==> src/hdl/mshb_pkg.sv <==
// ----------------------------------------------------------------------------
// mshb_pkg
// Shared types and constants of the quadratic M-spline hazard basis core.
// ----------------------------------------------------------------------------
`default_nettype none

package mshb_pkg;

   localparam int TimeW    = 16;
   localparam int CoefW    = 16;
   localparam int BasisW   = 32;
   localparam int HazW     = 44;
   localparam int CsrDataW = 32;
   localparam int CsrIdxW  = 3;
   localparam int NBasis   = 6;
   localparam int Lanes    = 3;
   localparam int NumW     = 51;
   localparam int DenW     = 64;
   localparam int RemW     = DenW + 1;
   localparam int QuoW     = 33;
   localparam int FracBits = 31;
   localparam int DivStg   = FracBits + 2;
   localparam int ProdW    = CoefW + BasisW;
   localparam int SumW     = ProdW + 2;

   typedef enum logic [CsrIdxW-1:0] {
      REG_LOWER_KNOT  = 3'd0,
      REG_KNOT_A      = 3'd1,
      REG_KNOT_B      = 3'd2,
      REG_KNOT_C      = 3'd3,
      REG_UPPER_KNOT  = 3'd4,
      REG_WEIGHTS_12  = 3'd5,
      REG_WEIGHTS_34  = 3'd6,
      REG_WEIGHTS_56  = 3'd7
   } csr_reg_type;

   typedef struct packed {
      logic [TimeW-1:0] lower;
      logic [TimeW-1:0] knot_a;
      logic [TimeW-1:0] knot_b;
      logic [TimeW-1:0] knot_c;
      logic [TimeW-1:0] upper;
   } knots_type;

   typedef logic [NBasis-1:0][CoefW-1:0] coef_type;

   // travels beside each request: domain flag and active span (0..3)
   typedef struct packed {
      logic       dom;
      logic [1:0] span;
   } side_type;

endpackage

`default_nettype wire

==> src/hdl/mshb_haz.sv <==
// ----------------------------------------------------------------------------
// mshb_haz
// Places the three lane values on their basis slots and forms the
// coefficient-weighted hazard. Two register stages, the last is the output.
// ----------------------------------------------------------------------------
`default_nettype none

module mshb_haz (
   input  wire logic                                         clock,
   input  wire logic                                         reset,
   input  wire logic                                         in_valid,
   output logic                                              in_ready,
   input  wire logic [mshb_pkg::Lanes-1:0][mshb_pkg::BasisW-1:0] in_basis,
   input  wire mshb_pkg::side_type                           in_side,
   input  wire mshb_pkg::coef_type                           coef,
   output logic                                              out_valid,
   input  wire logic                                         out_ready,
   output logic [mshb_pkg::NBasis-1:0][mshb_pkg::BasisW-1:0] out_basis,
   output logic [mshb_pkg::HazW-1:0]                         out_hazard,
   output logic                                              out_dom
);

   localparam int L  = mshb_pkg::Lanes;
   localparam int NB = mshb_pkg::NBasis;
   localparam int PW = mshb_pkg::ProdW;
   localparam int SW = mshb_pkg::SumW;

   logic e_v_ff, e_ld, f_v_ff, f_ld;
   logic [NB-1:0][mshb_pkg::BasisW-1:0] e_basis_in, e_basis_ff, f_basis_ff;
   logic [L-1:0][PW-1:0]                e_prod_in, e_prod_ff;
   logic                                e_dom_ff, f_dom_ff;
   logic [mshb_pkg::HazW-1:0]           f_haz_in, f_haz_ff;

   assign f_ld     = !f_v_ff || out_ready;
   assign e_ld     = !e_v_ff || f_ld;
   assign in_ready = e_ld;

   always_comb begin
      logic [2:0] m;
      e_basis_in = '0;
      for (int l = 0; l < L; l++) begin
         m = {1'b0, in_side.span} + 3'(l);
         e_basis_in[m] = in_basis[l];
         e_prod_in[l]  = PW'(coef[m]) * PW'(in_basis[l]);
      end
   end

   always_comb begin
      logic [SW-1:0] sum;
      sum = SW'(e_prod_ff[0]) + SW'(e_prod_ff[1]) + SW'(e_prod_ff[2]) + SW'(128);
      // Q10.38 to Q14.30; three products cannot reach the 44-bit ceiling
      f_haz_in = mshb_pkg::HazW'(sum[SW-1:8]);
   end

   always_ff @(posedge clock) begin
      if (reset) begin
         e_v_ff <= 1'b0;
         f_v_ff <= 1'b0;
      end else begin
         if (e_ld) e_v_ff <= in_valid;
         if (f_ld) f_v_ff <= e_v_ff;
      end
   end

   always_ff @(posedge clock) begin
      if (e_ld) begin
         e_basis_ff <= e_basis_in;
         e_prod_ff  <= e_prod_in;
         e_dom_ff   <= in_side.dom;
      end
      if (f_ld) begin
         f_basis_ff <= e_basis_ff;
         f_haz_ff   <= f_haz_in;
         f_dom_ff   <= e_dom_ff;
      end
   end

   assign out_valid  = f_v_ff;
   assign out_basis  = f_basis_ff;
   assign out_hazard = f_haz_ff;
   assign out_dom    = f_dom_ff;

endmodule

`default_nettype wire

==> config.mk <==
export PLATFORM = sky130hd
export DESIGN_NAME = mshb_haz
export DESIGN_NICKNAME = d
export VERILOG_FILES = /design/src/hdl/mshb_pkg.sv /design/src/hdl/mshb_haz.sv
export SDC_FILE = /design/constraint.sdc
export NUM_CORES = 2
export LEC_CHECK = 0
export BUFFER_PORTS_ARGS = -buffer_cell sky130_fd_sc_hd__buf_2
export CAP_MARGIN = 20
export CORE_ASPECT_RATIO = 1.75
export CORE_UTILIZATION = 65
export CTS_CLUSTER_SIZE = 10
export DETAILED_ROUTE_END_ITERATION = 12
export GPL_ROUTABILITY_DRIVEN = 0
export GPL_TIMING_DRIVEN = 1
export PLACE_DENSITY = 0.87
export SYNTH_ARGS = -nofsm -noshare
export SYNTH_HDL_FRONTEND = slang
export SYNTH_SLANG_ARGS = --single-unit
==> constraint.sdc <==
create_clock -name clock -period 24 [get_ports clock]
set_input_delay 6 -clock clock [delete_from_list [all_inputs] [get_ports clock]]
set_output_delay 6 -clock clock [all_outputs]
set_load 0.01 [all_outputs]
# Word-level counts from Yosys, hierarchy flattened
# Cells that the tools add are included.
# totals
register_bits	574
latch_bits	0
mem_bits_rw	0
romBits	0
output_inout_bits	239
elab_cells	56
memories	0
# op_classes
addsub	5
mul	3
div_mod_pow	0
n_lt_le_gt_ge	6
n_eq_ne	0
shift	0
n_mux	14
bitwise_logic	1
n_reduce_logical	7
# op_table
operator	count
bitwise mux 192 bit	2
bitwise AND 192 x 128 -> 192 bit	1
demux 32 bit (select 3 bit)	2
multiplier 16 x 32 -> 48 bit	3
binary-select mux 16 bit (select 3 bit)	2
2-to-1 mux 32 bit	3
demux 32 bit (select 2 bit)	1
adder 49 x 48 -> 50 bit	1
adder 50 x 8 -> 50 bit, second input constant	1
adder 48 x 48 -> 49 bit	1
2-to-1 mux 16 bit	3
binary-select mux 16 bit (select 2 bit)	1
less-than comparator 3 x 4 -> 1 bit, second input constant	2
>= comparator 3 x 1 -> 1 bit, second input constant	2
less-than comparator 2 x 4 -> 1 bit, second input constant	1
adder 2 x 1 -> 3 bit, second input constant	1
adder 2 x 2 -> 3 bit, second input constant	1
logical AND 1 bit	3
>= comparator 2 x 1 -> 1 bit, second input constant	1
zero test 1 bit	2
logical OR 1 bit	2

# Logic depth before layout (Yosys ltp)
# depth
depth_word	7
mapped_depth	34

# Worst setup path before layout
# OpenSTA, ideal clock, no wires.
# synth_timing
kind	input to output
start	input out_ready
end	output in_ready
arrival_ps	13169
required_ps	18000
slack_ps	4831
cell_stages	2
n_path_buf	0
cell_sequence	nor2b_1 -> nand2_1
# synth_via
elab_chain_len	2
# synth_lines
element	line	text
start, declared	mshb_haz.sv:17	input wire logic out_ready,
logical OR 1 bit	mshb_haz.sv:34	assign f_ld = !f_v_ff || out_ready;
logical OR 1 bit	mshb_haz.sv:35	assign e_ld = !e_v_ff || f_ld;
end, declared	mshb_haz.sv:12	output logic in_ready,
# Every way passes these cells.

==> impl_results.md <==
* Post-Synth Adder-Cell Area at 43.0%
* Type of element capturing the critical path: flip-flop
* Core Area at 0.113 sq mm
* Synth Flop Type: edfxtp_1
* Rel. slew slack at 19.2%
* Worst-margin pin slew at between 1 and 1.5 ns
* Synthesis-to-layout area growth at 6.76%
* Core Rows at between 150 and 200
* IO Port Bufs at 435
* CTS resizes at 0
* Drt wl/cell at 26.3 um
* Final ANT Viol Nets at 0
* CP Launch Type: primary input
* Synth Area in Simple Gates at 14.5%
* Worst EP required at around 24 ns
* Critical-path top delay cell: mux4_2
* Largest cells by area after synthesis: fa_1, edfxtp_1, ha_1, inv_1, nand2_1
* Largest family of logic cells by synthesized area: adder cells
* Via density at 6.44
* Post-Route WL at 240000 um
* Drt first pass iters at 10
* Compound-Gate Fraction of Synth Area at 6.32%
* Pre-CTS setup slack at 8.73 ns
* Final hold vios at 0
* Clk Latency, worst-skew pair at between 0.6 and 0.7 ns
* Type of the worst setup path: primary input to flip-flop
* Starting Density at 65.5%
* Post-synth top area cell: fa_1
* Final Cycle Share at 63.7%
* H-tree depth at 3
* Synth unique cells at 77
* Detailed-route via count at 58700
* Outcome: completed
* Antenna violations before repair at 45
* Worst Path Buf+Inv at 6
* Final Max Tran Viols at 0
* Critical-path maximum fanout at 36
* Minimum clock period at ~15 ns
* R2R Path Start: e_prod_ff[22]
* Highest routing layer actually used: met5
* RSZ-0062 raised after global routing: false
* Seq/Total Area, Yosys at 23.3%
* Final HPWL DP at 173000 um
* Flops & latches, synth at 574
* Max-capacitance violation count at 0
* Crit path from: in_side[0]
* TritonCTS Buffers at between 60 and 70
* Setup violations, final at 0
* First-pass GRT wire length at roughly 360000 um
* Final setup TNS at 0 ns
* Ports at 438
* Worst-path clk slew at 0.06 ns
* Clk sinks at about 570
* Most frequent CP cell: fa_1
* Post-synthesis mux area share at 1.68%
* Largest net degree at the start of global routing at 149
* Die area at 0.115 sq mm
* Total track usage at 43.1%
* Hold crit path type: flip-flop to flip-flop
* DRT iter0 DRCs at 6500
* CP arrival at ~16 ns
* Skew final at 0.0347 ns
* Async SR Flop Fraction at 0%
* Hold_sp: e_basis_ff[104]
* Worst stage delay on the critical path at 0.90 ns
* Die X at 257 um
* Largest delay contributor family on the critical path: compound AO/OA/AOI/OAI gates
* DIE HEIGHT at 448 um
* Syn_area_per_cell at 9.89 sq um
* Xor/xnor share of the synthesized area at 1.94%
* Hold_buf cts at 0
* Congestion Overflow GR at 0
* Final Net Count at 9535
* Number of synthesized flops with an enable pin at about 570
* Vias in the first global route at 63900
* CTS Root Cell: clkbuf_16
* Netlist Area Pre-Place at 0.0739 sq mm
* Max Root-Sink Buffers at 3
* Metal1 wirelength at ~68000 um
* Post-synth top area share at 35.3%
* Post-CTS Setup Bufs at 0
* Metal2 WL at 109000 um
* Fmax at 0.0654 GHz
* Synth Instances at 7465
* CTS tree: yes
* Setup ws final at 8.71 ns
* Routed wl met3 at 35400 um
* DRC Markers at 0
* Synthesis Warnings at 0
* Layout cell share with drive strength beyond 1 at 8.61%
[synthesized netlist by cell type (5+ instances only)]
master,instances
a2111oi_0,6
a211oi_1,19
a21o_1,109
a21oi_1,243
a221o_1,8
a31o_2,5
a31oi_1,7
a41o_1,6
and2_1,546
and3_1,16
and4_1,6
buf_1,6
clkbuf_1,439
edfxtp_1,572
fa_1,1301
ha_1,458
inv_1,1371
mux2i_1,16
mux4_2,48
nand2_1,1352
nand2b_1,39
nand3_1,29
nand4_1,23
nor2_1,163
nor2b_1,107
nor3_1,13
o211ai_1,8
o21a_1,22
o21ai_0,227
o21ai_1,28
o21bai_1,25
o31ai_1,7
or3_1,7
xnor2_1,104
xor2_1,60
[final timing paths]
check,slack [ns],to,cells past startpoint
max,8.71,e_prod_ff[143],25
min,0.40,out_basis[104],0
max reg2reg,18.66,out_hazard[40],13
min reg2reg,0.40,out_basis[104],0
[metrics by stage]
step	instance area, sq um	instances	utilization [%]	hold WS [ns]
after detailed placement	76800	8991	68.1	0.405
final	78800	9114	69.9	0.395
after CTS	78800	9085	69.8	0.392
after global routing	78800	9094	69.9	0.407
after floorplan	73900	7466	-	0.400
after global placement	76700	8990	68.0	0.401
[state kept, by name, indices dropped and copies added (netlist names)]
| name | count |
|---|---|
| e_basis_ff | 192 |
| e_v_ff | 1 |
| e_dom_ff | 1 |
| out_basis | 192 |
| out_hazard | 42 |
| out_dom | 1 |
| e_prod_ff | 144 |
| out_valid | 1 |
[placed cells by master, fill, tap and decap left out, types with 29 or more instances in the layout]
master / count
and2_1: 545
ha_1: 454
buf_2: 434
nand2_1: 1351
nor2b_1: 107
fa_1: 1301
edfxtp_1: 572
nand3_1: 29
diode_2: 29
xor2_1: 60
mux4_2: 48
a21o_1: 109
nor2_1: 163
o21ai_0: 217
clkbuf_16: 70
a21oi_1: 240
nand2b_1: 39
xnor2_1: 104
buf_4: 51
inv_1: 1370
[layer usage]
layer | global-route usage, % | vias up
met5 | 1.22 | -
met4 | 38.9 | 28
met3 | 16.4 | 1955
met2 | 67.8 | 5092
met1 | 44.6 | 28400
li1 | - | 23200
[cells by family after synthesis]
group / after synthesis
XOR/XNOR: 164
other: 1
adder cells (fa/ha/maj): 1759
AO/OA/AOI/OAI: 768
multiplexers: 64
AND/OR/NAND/NOR: 2317
flip-flops: 574
buffers and inverters: 1818
[final cells by class]
cell class	count	area, sq um
Tap cell	1485	1860
Timing Repair Buffer	487	2590
Antenna cell	29	72.6
Multi-Input combinational cell	5074	49900
Clock buffer	82	1800
Clock inverter	12	228
Inverter	1371	5150
Fill cell	7591	33900
Sequential cell	574	17200
Power is left out: the tool's default activity adds up to more than one toggle a clock period on the data nets, which glitch-free logic cannot reach.
